[src/hw/rtl/set_assoc_lru_cache_stats_defines.svh]
// assertion macros for the cache statistics block
// used by the top level only, no other dependencies
`ifndef SET_ASSOC_LRU_CACHE_STATS_DEFINES_SVH
`define SET_ASSOC_LRU_CACHE_STATS_DEFINES_SVH

`ifndef NO_ASSERTIONS
// checked on clk_i, off while rst_ni is low
`define SLCS_ASSERT(lbl, prop, msg) \
  lbl: assert property (@(posedge clk_i) disable iff (!rst_ni) (prop)) else $error(msg);
// checked on clk_i at every edge, reset included
`define SLCS_ASSERT_ALWAYS(lbl, prop, msg) \
  lbl: assert property (@(posedge clk_i) (prop)) else $error(msg);
`else
`define SLCS_ASSERT(lbl, prop, msg)
`define SLCS_ASSERT_ALWAYS(lbl, prop, msg)
`endif

`endif

[src/hw/rtl/slcs_pkg.sv]
// shared constants, types and helpers of the cache statistics block
// no dependencies
package slcs_pkg;

  localparam int unsigned CMD_W       = 2;
  localparam int unsigned ADDR_IN_W   = 64;
  localparam int unsigned CNT_W       = 32;
  localparam int unsigned SET_BITS_W  = 3;
  localparam int unsigned OFF_BITS_W  = 6;
  localparam int unsigned WAYS_USED_W = 4;
  localparam int unsigned CFG_DATA_W  = 6;
  localparam int unsigned CFG_IDX_W   = 2;
  localparam int unsigned SHIFT_W     = 7;

  // access kinds
  localparam logic [CMD_W-1:0] CMD_LOAD   = 2'd0;
  localparam logic [CMD_W-1:0] CMD_STORE  = 2'd1;
  localparam logic [CMD_W-1:0] CMD_MODIFY = 2'd2;

  // register indexes
  localparam logic [CFG_IDX_W-1:0] CFG_SET_BITS    = 2'd0;
  localparam logic [CFG_IDX_W-1:0] CFG_OFFSET_BITS = 2'd1;
  localparam logic [CFG_IDX_W-1:0] CFG_WAYS_USED   = 2'd2;

  localparam logic [SET_BITS_W-1:0]  SET_BITS_RST  = 3'd4;
  localparam logic [OFF_BITS_W-1:0]  OFF_BITS_RST  = 6'd4;
  localparam logic [WAYS_USED_W-1:0] WAYS_USED_RST = 4'd1;

  typedef struct packed {
    logic en;
    logic first;
  } scan_ctrl_t;

  typedef struct packed {
    logic hit;
    logic has_free;
  } scan_flags_t;

  function automatic logic [CNT_W-1:0] sat_inc(input logic [CNT_W-1:0] v);
    return (v == {CNT_W{1'b1}}) ? v : v + 1'b1;
  endfunction

endpackage

[src/hw/rtl/slcs_way_scan.sv]
// shared way compare unit: when enabled, looks at one way per cycle
// and keeps the hit, first free and oldest way; depends on slcs_pkg
module slcs_way_scan #(
  parameter int unsigned MAX_WAYS = 8,
  parameter int unsigned TAG_W    = 62,
  parameter int unsigned RANK_W   = 3,
  parameter int unsigned WAY_W    = 3
) (
  input  logic                                   clk_i,
  input  logic                                   rst_ni,
  input  slcs_pkg::scan_ctrl_t                   ctrl_i,
  input  logic [MAX_WAYS-1:0][TAG_W+RANK_W:0]    row_i,
  input  logic [WAY_W-1:0]                       way_i,
  input  logic [TAG_W-1:0]                       tag_i,
  output slcs_pkg::scan_flags_t                  flags_o,
  output logic [WAY_W-1:0]                       hit_way_o,
  output logic [RANK_W-1:0]                      hit_rank_o,
  output logic [WAY_W-1:0]                       free_way_o,
  output logic [WAY_W-1:0]                       vic_way_o,
  output logic [RANK_W-1:0]                      vic_rank_o
);

  localparam int unsigned ENT_W = TAG_W + RANK_W + 1;

  logic [ENT_W-1:0]  ent;
  logic              ent_valid;
  logic [RANK_W-1:0] ent_rank;
  logic              tag_eq;

  slcs_pkg::scan_flags_t flags_q;
  logic [WAY_W-1:0]      hit_way_q, free_way_q, vic_way_q;
  logic [RANK_W-1:0]     hit_rank_q, vic_rank_q;

  assign ent       = row_i[way_i];
  assign ent_valid = ent[ENT_W-1];
  assign ent_rank  = ent[TAG_W +: RANK_W];
  assign tag_eq    = (ent[TAG_W-1:0] == tag_i);

  always_ff @(posedge clk_i or negedge rst_ni) begin
    if (!rst_ni) begin
      flags_q <= '0;
    end else if (ctrl_i.en) begin
      if (ctrl_i.first) begin
        flags_q.hit      <= ent_valid && tag_eq;
        flags_q.has_free <= !ent_valid;
      end else begin
        if (ent_valid && tag_eq) flags_q.hit <= 1'b1;
        if (!ent_valid) flags_q.has_free <= 1'b1;
      end
    end
  end

  always_ff @(posedge clk_i) begin
    if (ctrl_i.en) begin
      if (ctrl_i.first) begin
        hit_way_q  <= way_i;
        hit_rank_q <= ent_rank;
        free_way_q <= way_i;
        vic_way_q  <= way_i;
        vic_rank_q <= ent_rank;
      end else begin
        // first match wins
        if (!flags_q.hit && ent_valid && tag_eq) begin
          hit_way_q  <= way_i;
          hit_rank_q <= ent_rank;
        end
        if (!flags_q.has_free && !ent_valid) free_way_q <= way_i;
        // strictly older only, so ties keep the lower way
        if (ent_rank > vic_rank_q) begin
          vic_way_q  <= way_i;
          vic_rank_q <= ent_rank;
        end
      end
    end
  end

  assign flags_o    = flags_q;
  assign hit_way_o  = hit_way_q;
  assign hit_rank_o = hit_rank_q;
  assign free_way_o = free_way_q;
  assign vic_way_o  = vic_way_q;
  assign vic_rank_o = vic_rank_q;

endmodule

[config.mk]
export PLATFORM = sky130hd
export DESIGN_NAME = slcs_way_scan
export DESIGN_NICKNAME = d
export VERILOG_FILES = /design/src/hw/rtl/set_assoc_lru_cache_stats_defines.svh /design/src/hw/rtl/slcs_pkg.sv /design/src/hw/rtl/slcs_way_scan.sv
export SDC_FILE = /design/constraint.sdc
export NUM_CORES = 1
export LEC_CHECK = 0
export ABC_AREA = 1
export BUFFER_PORTS_ARGS = -buffer_cell sky130_fd_sc_hd__buf_2
export CELL_PAD_IN_SITES_DETAIL_PLACEMENT = 0
export CELL_PAD_IN_SITES_GLOBAL_PLACEMENT = 1
export CORE_AREA = 2 2 239 241
export CTS_BUF_LIST = sky130_fd_sc_hd__clkbuf_4 sky130_fd_sc_hd__clkbuf_8
export DETAILED_ROUTE_END_ITERATION = 10
export DIE_AREA = 0 0 241 243
export PLACE_DENSITY_LB_ADDON = 0.2
export SKIP_CTS_REPAIR_TIMING = 1
export SLEW_MARGIN = 20
export SYNTH_ARGS = -nofsm -noshare
export SYNTH_HDL_FRONTEND = slang
export SYNTH_SLANG_ARGS = --single-unit
[constraint.sdc]
create_clock -name clk_i -period 2.2 [get_ports clk_i]
set_input_delay 0.44 -clock clk_i [delete_from_list [all_inputs] [get_ports clk_i]]
set_output_delay 0.44 -clock clk_i [all_outputs]
set_load 0.01 [all_outputs]
==> impl_results.md <==
* Die height at 243 µm
* Core Area at 0.0560 mm²
* Drt via density at 4.09
* PnR Total Power at 3.34 mW
* Num CTS Buffers at 3
* Type of origin of the critical path: primary input
* CTS tree: built
* HPWL after DPL at 50700 µm
* Post-synth EDFFs at 15
* Top FF cell, synth: edfxtp_1
* # DRC at 0
* Critical Path AT at 2420 ps
* Root buffer cell: clkbuf_8
* Compound-cell area share of the yosys netlist at 0.0424
* GP Congestion at 0.859
* CP endpoint kind: flop
* Max Freq at 407 MHz
* Min Tclk post-route at 2460 ps
* Post-DRT Antenna Nets at 0
* Seq/Total Area, Yosys at 0.0628
* RR Startpoint: vic_rank_o[2]
* Post-Route WL at 59900 µm
* Mux cell area share after synthesis at 0
* Fin. Hold Viols at 0
* LEAKAGE at 8.67 nW
* Failing checks: negative setup slack
* Synth cell types at 20
* Vias in the first global route at 13200
* CP Max Fanout at 9
* H-Tree Level Count at 1
* YS warnings at 0
* Post-synth ARST share at 0.118
* Setup TNS at -2940 ps
* Final std cells w/o fill at 3241
* RR Endpoint: vic_rank_o[0]
* Worst VDD drop at 197 µV
* I/O Buffers at 613
* Hold Slack at 491 ps
* Flop2flop setup slack at 740 ps
* Slew headroom at 0.784
* Initial Util at 0.142
* Synth top area share at 0.379
* GRT Overall Usage at 0.185
* Initial DRC Count at 496
* Worst-case hold path end point: flags_o[0]
* Die Area at 0.0586 mm²
* Antenna violations before repair at 28
* Placed cell count at 3204
* Synth area leaders: nand2_1 38%, nand3_1 17%, inv_1 16%
* Largest family of logic cells by synthesized area: simple AND/OR/NAND/NOR gates
* Synth Area in Simple Gates at 0.655
* Row Count at 87
* 1st-pass router iterations at 5
* First-pass GRT wire length at 81200 µm
* Reg clk slew, reported paths at 70 ps
* Yosys reg bits at 17
* Synth Area in XOR/XNOR at 0
* Post-synth top cells: 805 x nand2_1, 345 x inv_1, 275 x nand3_1
* Hold crit path type: in -> reg
* Total number of vias at 13200
* GR Util met1 at 0.237
* WL/cell at 18.5 µm
* Clock Skew at 2.59 ps
* Dominant cell type by area after synthesis: nand2_1
* Avg Inst Size Synth at 4.42 µm²
* Layout cell share with drive strength beyond 1 at 0.349
* Most common cell in the netlist: nand2_1
* GR Util met3 at 0.0289
* Max Cap Viol at 0
* Largest buffer count on any clock path at 2
* Mapped Area at 0.00797 mm²
* NumNets Final at 3077
* Clk sinks at 17
* Syn nets at 2405
* Hold Path Depth at 3
* Adder-cell share of the synthesized area at 0.00471
* Pre-CTS setup slack at -855 ps
* RSZ-0062 raised after global routing: true
* Final WS setup at -259 ps
* Setup Crit Path Kind: in -> reg
* Final setup viols at 12
* Largest net degree at the start of global routing at 36
* Crit path required time at 2160 ps
* HP Start: ctrl_i[1]
* GR peak layer: met2
* Power density over cell area at 245 mW/mm²
* Chip width at 241 µm
* Status: complete, but fails checks
* Max Transition Viols Final at 0
* P&R area growth vs syn at 71.1%
* Post-Syn Instances at 1805
* Crit share post-route at 1.12
* I/O Pins at 614
* Grt total ovfl at 0
* Clk Latency, worst-skew pair at 250 ps
* Routing usage on met2 at 0.335
* Length in cells of the worst reg-to-reg path at 6
* Worst slew pin tran at 321 ps
-- power breakdown --
part	internal, mW	switching (mW)	total [mW]
sequential	0.391	0.0138	0.405
clock	0.126	0.113	0.238
combinational	1.19	1.50	2.69
total	1.71	1.62	3.34
-- state kept, by name (all words and copies together) (netlist names) --
signal      cells
flags_o         2
free_way_o      3
hit_rank_o      3
hit_way_o       3
vic_rank_o      3
vic_way_o       3
-- layout make-up --
cell class | count | area, µm²
Fill cell | 6781 | 42300
Multi-Input combinational cell | 1339 | 5960
Timing Repair Buffer | 766 | 4810
Inverter | 348 | 1340
Tap cell | 756 | 946
Sequential cell | 17 | 500
Clock buffer | 3 | 41.3
Timing Repair inverter | 2 | 22.5
Antenna cell | 9 | 22.5
Clock inverter | 1 | 5.00
-- how the worst max path moves through the flow --
stage / startpoint / to / slack, ps / cells past startpoint
after global routing: way_i[0] / hit_way_o[2] / -370 / 18
after detailed placement: way_i[0] / hit_rank_o[0] / -860 / 17
final: way_i[0] / vic_rank_o[0] / -260 / 14
after floorplan: way_i[0] / vic_rank_o[0] / -70 / 13
after global placement: way_i[0] / hit_way_o[2] / -850 / 17
after CTS: way_i[0] / hit_way_o[2] / -590 / 17
-- cells in the final DEF (no fill, tap or decap), drive strengths merged --
| cell | n |
|---|---|
| nand3b | 29 |
| a31oi | 2 |
| inv | 349 |
| nor2 | 162 |
| o211ai | 2 |
| nand3 | 275 |
| o22ai | 4 |
| dlygate4sd3 | 1 |
| diode | 9 |
| dfrtp | 2 |
| a21oi | 1 |
| nand2 | 805 |
| o21ai | 56 |
| buf | 758 |
| clkbuf | 10 |
| edfxtp | 15 |
| clkinv | 2 |
| ha | 3 |
-- critical path, stage by stage --
cell	delay [ps]
buf_16	180
buf_16	180
buf_6	140
buf_4	120
o21ai_1	50
o22ai_1	180
nor2_1	60
a31oi_1	240
buf_4	190
ha_4	140
nand2_1	50
o21ai_1	130
nand3_1	140
nand2_4	150
-- per-layer routing --
metal / vias up / wire length (µm)
met5: - / 162
met4: 26 / 597
met2: 421 / 29200
met1: 6007 / 26300
met3: 50 / 3540
li1: 6740 / -
-- kinds of logic (layout without fill, tap and decap cells) --
family / after synthesis / count (layout)
compound gates: 65 / 65
fa+ha+maj: 3 / 3
buf+inv: 449 / 1120
flops: 17 / 17
other cells: 0 / 9
simple gates: 1271 / 1271
-- per-stage QoR --
| stage | util | cell area (µm²) |
|---|---|---|
| final | 0.244 | 13600 |
| after detailed placement | 0.228 | 12800 |
| after global routing | 0.244 | 13600 |
| after floorplan | - | 8020 |
| after CTS | 0.229 | 12800 |
| after global placement | 0.228 | 12800 |
No activity file was read; power rests on OpenSTA's default activity.
