[src/hw/rtl/set_assoc_lru_cache_stats_defines.svh]
// assertion macros for the cache statistics block
// used by the top level only, no other dependencies
`ifndef SET_ASSOC_LRU_CACHE_STATS_DEFINES_SVH
`define SET_ASSOC_LRU_CACHE_STATS_DEFINES_SVH

`ifndef NO_ASSERTIONS
// checked on clk_i, off while rst_ni is low
`define SLCS_ASSERT(lbl, prop, msg) \
  lbl: assert property (@(posedge clk_i) disable iff (!rst_ni) (prop)) else $error(msg);
// checked on clk_i at every edge, reset included
`define SLCS_ASSERT_ALWAYS(lbl, prop, msg) \
  lbl: assert property (@(posedge clk_i) (prop)) else $error(msg);
`else
`define SLCS_ASSERT(lbl, prop, msg)
`define SLCS_ASSERT_ALWAYS(lbl, prop, msg)
`endif

`endif

[src/hw/rtl/slcs_row_update.sv]
// new set row after an access: on a miss fill the chosen way, make it newest
// and age the younger valid ways; no dependencies
module slcs_row_update #(
  parameter int unsigned MAX_WAYS = 8,
  parameter int unsigned TAG_W    = 62,
  parameter int unsigned RANK_W   = 3,
  parameter int unsigned WAY_W    = 3,
  parameter int unsigned WC_W     = 4
) (
  input  logic [MAX_WAYS-1:0][TAG_W+RANK_W:0] row_i,
  input  logic [WC_W-1:0]                     ways_i,
  input  logic [WAY_W-1:0]                    way_i,
  input  logic [RANK_W:0]                     rank_i,
  input  logic                                fill_i,
  input  logic [TAG_W-1:0]                    tag_i,
  output logic [MAX_WAYS-1:0][TAG_W+RANK_W:0] row_o
);

  localparam int unsigned ENT_W = TAG_W + RANK_W + 1;
  localparam logic [RANK_W-1:0] RANK_TOP = RANK_W'(MAX_WAYS - 1);

  always_comb begin
    logic              vld;
    logic [RANK_W-1:0] rk;
    logic [TAG_W-1:0]  tg;
    for (int j = 0; j < MAX_WAYS; j++) begin
      vld = row_i[j][ENT_W-1];
      rk  = row_i[j][TAG_W +: RANK_W];
      tg  = row_i[j][TAG_W-1:0];
      if (WC_W'(j) < ways_i) begin
        if (WAY_W'(j) == way_i) begin
          rk = '0;
          if (fill_i) begin
            vld = 1'b1;
            tg  = tag_i;
          end
        end else if (vld && ({1'b0, rk} < rank_i) && (rk < RANK_TOP)) begin
          rk = rk + 1'b1;
        end
      end
      row_o[j] = {vld, rk, tg};
    end
  end

endmodule

[config.mk]
export PLATFORM = sky130hd
export DESIGN_NAME = slcs_row_update
export DESIGN_NICKNAME = d
export VERILOG_FILES = /design/src/hw/rtl/set_assoc_lru_cache_stats_defines.svh /design/src/hw/rtl/slcs_row_update.sv
export SDC_FILE = /design/constraint.sdc
export NUM_CORES = 1
export LEC_CHECK = 0
export BUFFER_PORTS_ARGS = -buffer_cell sky130_fd_sc_hd__buf_4
export CAP_MARGIN = 20
export CORE_AREA = 2 2 436 438
export DETAILED_ROUTE_END_ITERATION = 7
export DIE_AREA = 0 0 438 440
export PLACE_DENSITY = 0.3
export SLEW_MARGIN = 20
export SYNTH_ARGS = -nofsm -noshare
export SYNTH_HDL_FRONTEND = slang
export SYNTH_SLANG_ARGS = --single-unit
export TNS_END_PERCENT = 10
[constraint.sdc]
create_clock -name vclk -period 3.15
set_input_delay 0.315 -clock vclk [all_inputs]
set_output_delay 0.315 -clock vclk [all_outputs]
set_load 0.02 [all_outputs]
==> flow_summary_export.csv, run 1 <==
group,metric,value,unit
run_status,outcome,"finished clean",
drt,detailedRoute.firstPassIterationCount,5,
timing,timing.final.crit_period,2.91,ns
critical_path,arrival_time_reported_for_the_critical_path_endpoint,2.60,ns
place,place.detailed.instances,4372,
cells_and_area,final_core_area_utilization,10.3,%
timing,clock.fmax,0.344,GHz
place,buffer_ports.inserted,1130,
min_path,min_to,"row_o[89]",
timing,fin_worst_hold_slack,0.952,ns
synthesis,seq_area_frac_synth,0,%
power_and_ir_drop,pwr-share-clk,0,%
timing,finalSetupTns,0,ns
grt,grt.overflow.total,0,
drt,routed_via_density,2.87,
drt,initialDrtViolationCount,819,
synthesis,syn_inst,757,
floorplan,core_area,0.189,mm2
timing,setup_violations_final,0,
floorplan,area_enclosed_by_the_die_boundary,0.193,mm2
cts,cts_hold_buffers,0,
power_and_ir_drop,sw_frac_of_total,59.0,%
timing,timing_worst_slew_pin_value,0.717,ns
synthesis,synth_area_per_inst,10.0,um2
synthesis,synth.net_count,1383,
power_and_ir_drop,pwr_density_cell,185,mW/mm2
synthesis,syn_area,0.00759,mm2
floorplan,core.rowCount,160,
drt,wl_per_cell,41.2,um
critical_path,critPathCaptureType,"primary output",
drt,remaining_drc_errors,0,
timing,period_share,92.4,%
power_and_ir_drop,p_switching,2110,uW
drt,antenna_left,0,
cells_and_area,sequential_cell_area,0,um2
cells_and_area,finalNonFillerCells,4404,
grt,grt_start_max_net_pins,48,
cells_and_area,sequential_cell_count,0,
min_path,worstHoldPathCells,3,
power_and_ir_drop,internal_power,1470,uW
cells_and_area,layout.clock_buffers,0,
min_path,path_type_of_the_worst_min_delay_path,"in2out",
grt,grt_pass1_vias,12100,
run,drv_cap,0,
place,gpl.final_weighted_congestion,0.851,
power_and_ir_drop,finalPower,3590,uW
cells_and_area,nets,2489,
cells_and_area,layout-area-overhead-vs-synth,155,%
critical_path,cp_max_fo,6,
synthesis,yosysUniqueCellTypes,47,
power_and_ir_drop,power.leakage,0.00873,uW
floorplan,chipHeight,440,um
grt,first_pass_grt_wire_length,208000,um
floorplan,initial_core_util,4.02,%
place,dpl.hpwl,166000,um
cells_and_area,nFillCells,22000,
drt,dr_total_vias,12600,
critical_path,timing.critical_path.from_type,"input port",
cells_and_area,layout-drive-gt1-share,89.8,%
grt,number_of_antenna_violations_at_the_first_check_in_global_routing,168,
power_and_ir_drop,combinationalPowerShare,100.0,%
synthesis,synth_warnings,0,
timing,drv_slew,0,
timing,remaining_max_slew_budget_at_the_tightest_pin,52.2,%
grt,track_usage,17.7,%
critical_path,endpoint_required_time_on_the_critical_path,2.83,ns
critical_path,critPathKind,"in2out",
drt,route.final.wire_length,181000,um
power_and_ir_drop,vdd_drop_max,0.0820,mV
timing,timing.final.hold_violations,0,
floorplan,fp.dieW,438,um
timing,rsz_0062_raised_after_global_routing,"no",
floorplan,io_pins,1130,
min_path,worstHoldStart,"row_i[89]",
power_and_ir_drop,seq_power_share,0,%
-- timing repair --
| action | CTS | global route |
|---|---|---|
| resized for setup | 0 | 1 |
| setup endpoints to repair | 0 | 1 |
| setup buffers | 0 | 0 |
-- critical path: stages --
cell,delay (ns)
sky130_fd_sc_hd__buf_4,0.08
sky130_fd_sc_hd__inv_1,0.17
sky130_fd_sc_hd__buf_4,0.22
sky130_fd_sc_hd__ha_1,0.27
sky130_fd_sc_hd__inv_1,0.04
sky130_fd_sc_hd__o41ai_1,0.51
sky130_fd_sc_hd__nor2_1,0.13
sky130_fd_sc_hd__o21ai_0,0.60
sky130_fd_sc_hd__buf_4,0.26
-- worst max path at each step --
stage,startpoint,to,slack (ns),cells past startpoint
floorplan,rank_i[1],row_o[394],0.92,6
global placement,rank_i[1],row_o[328],0.09,8
detailed placement,rank_i[1],row_o[328],0.13,8
CTS,rank_i[1],row_o[328],0.12,8
global route,ways_i[3],row_o[127],0.22,7
finish,rank_i[2],row_o[458],0.24,9
-- power groups by stage --
stage / logic (uW) / registers (uW) / clock network, uW
after floorplan: 1240 / 0 / 0
after global placement: 3650 / 0 / 0
after detailed placement: 3640 / 0 / 0
after CTS: 3650 / 0 / 0
after global routing: 3750 / 0 / 0.000476
final: 3590 / 0 / 0.000824
-- cells in the mapped netlist (3+ instances only) --
library cell / instances / area [um2]
sky130_fd_sc_hd__o21ai_0: 9 / 45.0
sky130_fd_sc_hd__buf_2: 28 / 140
sky130_fd_sc_hd__mux2_2: 437 / 4920
sky130_fd_sc_hd__ha_1: 24 / 300
sky130_fd_sc_hd__nand2b_1: 25 / 156
sky130_fd_sc_hd__buf_12: 6 / 120
sky130_fd_sc_hd__clkbuf_1: 20 / 75.1
sky130_fd_sc_hd__o211ai_1: 3 / 22.5
sky130_fd_sc_hd__o21bai_1: 3 / 22.5
sky130_fd_sc_hd__nor3b_1: 4 / 30.0
sky130_fd_sc_hd__nand3_1: 15 / 75.1
sky130_fd_sc_hd__nand4_1: 3 / 18.8
sky130_fd_sc_hd__or4b_2: 3 / 30.0
sky130_fd_sc_hd__mux2_4: 59 / 886
sky130_fd_sc_hd__mux2i_1: 18 / 180
sky130_fd_sc_hd__inv_1: 11 / 41.3
sky130_fd_sc_hd__a211oi_1: 4 / 30.0
sky130_fd_sc_hd__nand2_1: 30 / 113
sky130_fd_sc_hd__a21boi_0: 3 / 22.5
sky130_fd_sc_hd__nor2_1: 10 / 37.5
sky130_fd_sc_hd__or2_2: 4 / 25.0
-- layout make-up --
class              instances  area (um2)  area share [%]
diodes                    32        80.1           0.414
inverters                 11        41.3           0.213
multi-input cells        689        7220            37.3
well taps               2511        3140            16.2
repair buffers          1161        8880            45.9
-- per-stage QoR --
stage | area (um2) | worst slack, ns
6_report | 19400 | 0.239
5_1_grt | 19300 | 0.220
4_1_cts | 19300 | 0.118
3_5_place_dp | 19300 | 0.129
3_3_place_gp | 19300 | 0.0949
2_1_floorplan | 7590 | 0.915
-- logic make-up after synthesis --
family                     share of synthesized area, %
and+or+nand+nor                                    8.30
AOI/OAI and AO/OA                                  3.61
buffers and inverters                              5.21
adders and majority gates                          3.96
muxes                                              78.9
-- cells in the final DEF, fill, tap and decap left out, types with 3 or more instances in the layout --
cell	instances
sky130_fd_sc_hd__a211oi_1	4
sky130_fd_sc_hd__nand2b_1	25
sky130_fd_sc_hd__nor3b_1	4
sky130_fd_sc_hd__o21bai_1	3
sky130_fd_sc_hd__ha_1	24
sky130_fd_sc_hd__nand2_1	30
sky130_fd_sc_hd__mux2i_1	18
sky130_fd_sc_hd__nand3_1	14
sky130_fd_sc_hd__or2_4	4
sky130_fd_sc_hd__or4b_2	3
sky130_fd_sc_hd__o21ai_0	9
sky130_fd_sc_hd__mux2_4	59
sky130_fd_sc_hd__inv_1	11
sky130_fd_sc_hd__nand4_1	3
sky130_fd_sc_hd__o211ai_1	3
sky130_fd_sc_hd__buf_12	13
sky130_fd_sc_hd__mux2_2	437
sky130_fd_sc_hd__diode_2	32
sky130_fd_sc_hd__buf_4	1148
sky130_fd_sc_hd__nor2_1	9
-- layer usage --
metal,up-vias,wire [um],GRT usage [%]
met5,-,390,0
met4,60,2740,1.60
met3,260,21100,8.55
met2,938,86300,30.1
met1,6235,70800,20.8
li1,5152,-,-
Note: power is estimated with default switching activity, not from simulation.
==> run 2, diff against run 1 <==
MAX_ROUTING_LAYER = met4   (was not set)
==> flow_summary_export.csv, run 2 (synthesized netlist as in run 1, its figures left out) <==
group,metric,value,unit
run_status,outcome,"finished clean",
critical_path,critPathCaptureType,"primary output",
critical_path,cpMaxStageDelayCell,"sky130_fd_sc_hd__or4b_2",
cells_and_area,final_core_area_utilization,10.3,%
drt,dr_total_vias,12600,
critical_path,critPathKind,"in2out",
cells_and_area,nets,2488,
place,dp_worst_setup_slack,0.134,ns
min_path,worstHoldPathCells,3,
critical_path,timing.critical_path.from_type,"input port",
floorplan,core.rowCount,160,
timing,drv_slew,0,
timing,timing.final.crit_period,2.88,ns
critical_path,path_depth,9,
run,drv_cap,0,
cells_and_area,nFillCells,22100,
place,buffer_ports.inserted,1130,
critical_path,maximum_single_stage_delay_on_the_critical_path,0.65,ns
cts,cts_hold_buffers,0,
timing,rsz_0062_raised_after_global_routing,"no",
timing,setup_violations_final,0,
critical_path,critPathLaunch,"rank_i[1]",
floorplan,initial_core_util,4.02,%
drt,initialDrtViolationCount,662,
place,place.detailed.instances,4371,
timing,finalSetupTns,0,ns
drt,remaining_drc_errors,0,
power_and_ir_drop,power.leakage,0.00873,uW
grt,first_pass_grt_wire_length,209000,um
timing,remaining_max_slew_budget_at_the_tightest_pin,56.3,%
grt,grt_pass1_vias,12200,
timing,timing_worst_slew_pin_value,0.656,ns
timing,period_share,91.5,%
place,gpl.final_weighted_congestion,0.859,
place,dpl.hpwl,167000,um
critical_path,endpoint_required_time_on_the_critical_path,2.83,ns
critical_path,crit_family,"simple AND/OR/NAND/NOR gates",
critical_path,worst-path-buf-inv,4,
power_and_ir_drop,vdd_drop_max,0.0578,mV
drt,wl_per_cell,41.2,um
floorplan,io_pins,1130,
power_and_ir_drop,pwr_density_cell,185,mW/mm2
grt,number_of_antenna_violations_at_the_first_check_in_global_routing,168,
critical_path,worstPathCellList,"buf_4 -> inv_1 -> buf_4 -> ha_1 -> nor2_1 -> or4b_2 -> nand3_1 -> mux2i_1 -> buf_4",
min_path,min_to,"row_o[89]",
timing,timing.final.hold_violations,0,
cells_and_area,sequential_cell_count,0,
timing,postLayoutSetupSlackWorst,0.267,ns
drt,antenna_left,0,
critical_path,critical_path.most_common_cell,"sky130_fd_sc_hd__buf_4",
cells_and_area,layout-area-overhead-vs-synth,156,%
drt,routed_via_density,2.84,
floorplan,area_enclosed_by_the_die_boundary,0.193,mm2
timing,clock.fmax,0.347,GHz
cells_and_area,layout.cells.most_common,"sky130_fd_sc_hd__buf_4",
grt,grt_start_max_net_pins,48,
min_path,path_type_of_the_worst_min_delay_path,"in2out",
cells_and_area,layout.clock_buffers,0,
critical_path,arrival_time_reported_for_the_critical_path_endpoint,2.57,ns
floorplan,core_area,0.189,mm2
cells_and_area,sequential_cell_area,0,um2
critical_path,cp_max_fo,6,
floorplan,fp.dieW,438,um
cells_and_area,layout-drive-gt1-share,89.8,%
drt,route.final.wire_length,183000,um
floorplan,chipHeight,440,um
cells_and_area,finalNonFillerCells,4431,
drt,detailedRoute.firstPassIterationCount,5,
grt,track_usage,18.4,%
grt,grt.overflow.total,0,
cells_and_area,final_cell_mix,"1,145 x sky130_fd_sc_hd__buf_4, 437 x sky130_fd_sc_hd__mux2_2, 59 x sky130_fd_sc_hd__mux2_4",
min_path,worstHoldStart,"row_i[89]",
[run 2: cell count changes in the layout (fill, tap and decap cells not counted), sizes merged]
cell	delta
buf	-1
diode	+28
[run 2: layout make-up]
class | instances | area (um2) | share of cell area [%]
Antenna cell | 60 | 150 | 0.772
Inverter | 11 | 41.3 | 0.212
Multi-Input combinational cell | 689 | 7220 | 37.1
Tap cell | 2511 | 3140 | 16.2
Timing Repair Buffer | 1160 | 8900 | 45.7
[run 2: how the worst max path moves through the flow]
stage                            end  slack [ns]
after floorplan           row_o[394]        0.92
after global placement    row_o[328]        0.11
after detailed placement  row_o[326]        0.13
after CTS                 row_o[326]        0.13
after global routing       row_o[67]        0.15
final                     row_o[394]        0.27
[run 2: through the flow]
step / cell area [um2] / total power (uW) / hold slack [ns]
6_report: 19400 / 3590 / 0.953
5_1_grt: 19400 / 3750 / 0.962
4_1_cts: 19300 / 3650 / 0.954
3_5_place_dp: 19300 / 3640 / 0.954
3_3_place_gp: 19300 / 3660 / 0.953
2_1_floorplan: 7590 / 1240 / 0.772
[run 2: per-layer routing]
metal	wire length (um)	vias to the layer above	global-route usage [%]	share of wire [%]
met2	87000	868	30.3	48
li1	-	5203	-	-
met1	72300	6305	21.2	40
met4	3410	0	2.10	1.9
met3	19800	216	7.94	11
met5	0	-	-	0
[run 2: power by group]
group | switching (uW) | internal [uW] | total [uW]
clock network | 0 | 0.00209 | 0.00209
logic | 2120 | 1470 | 3590
registers | 0 | 0 | 0
[run 2: timing repair]
action                                  4_1_cts  5_1_grt
resized for setup                             0        2
endpoints found under the setup margin        0        2
setup buffers                                 0        0
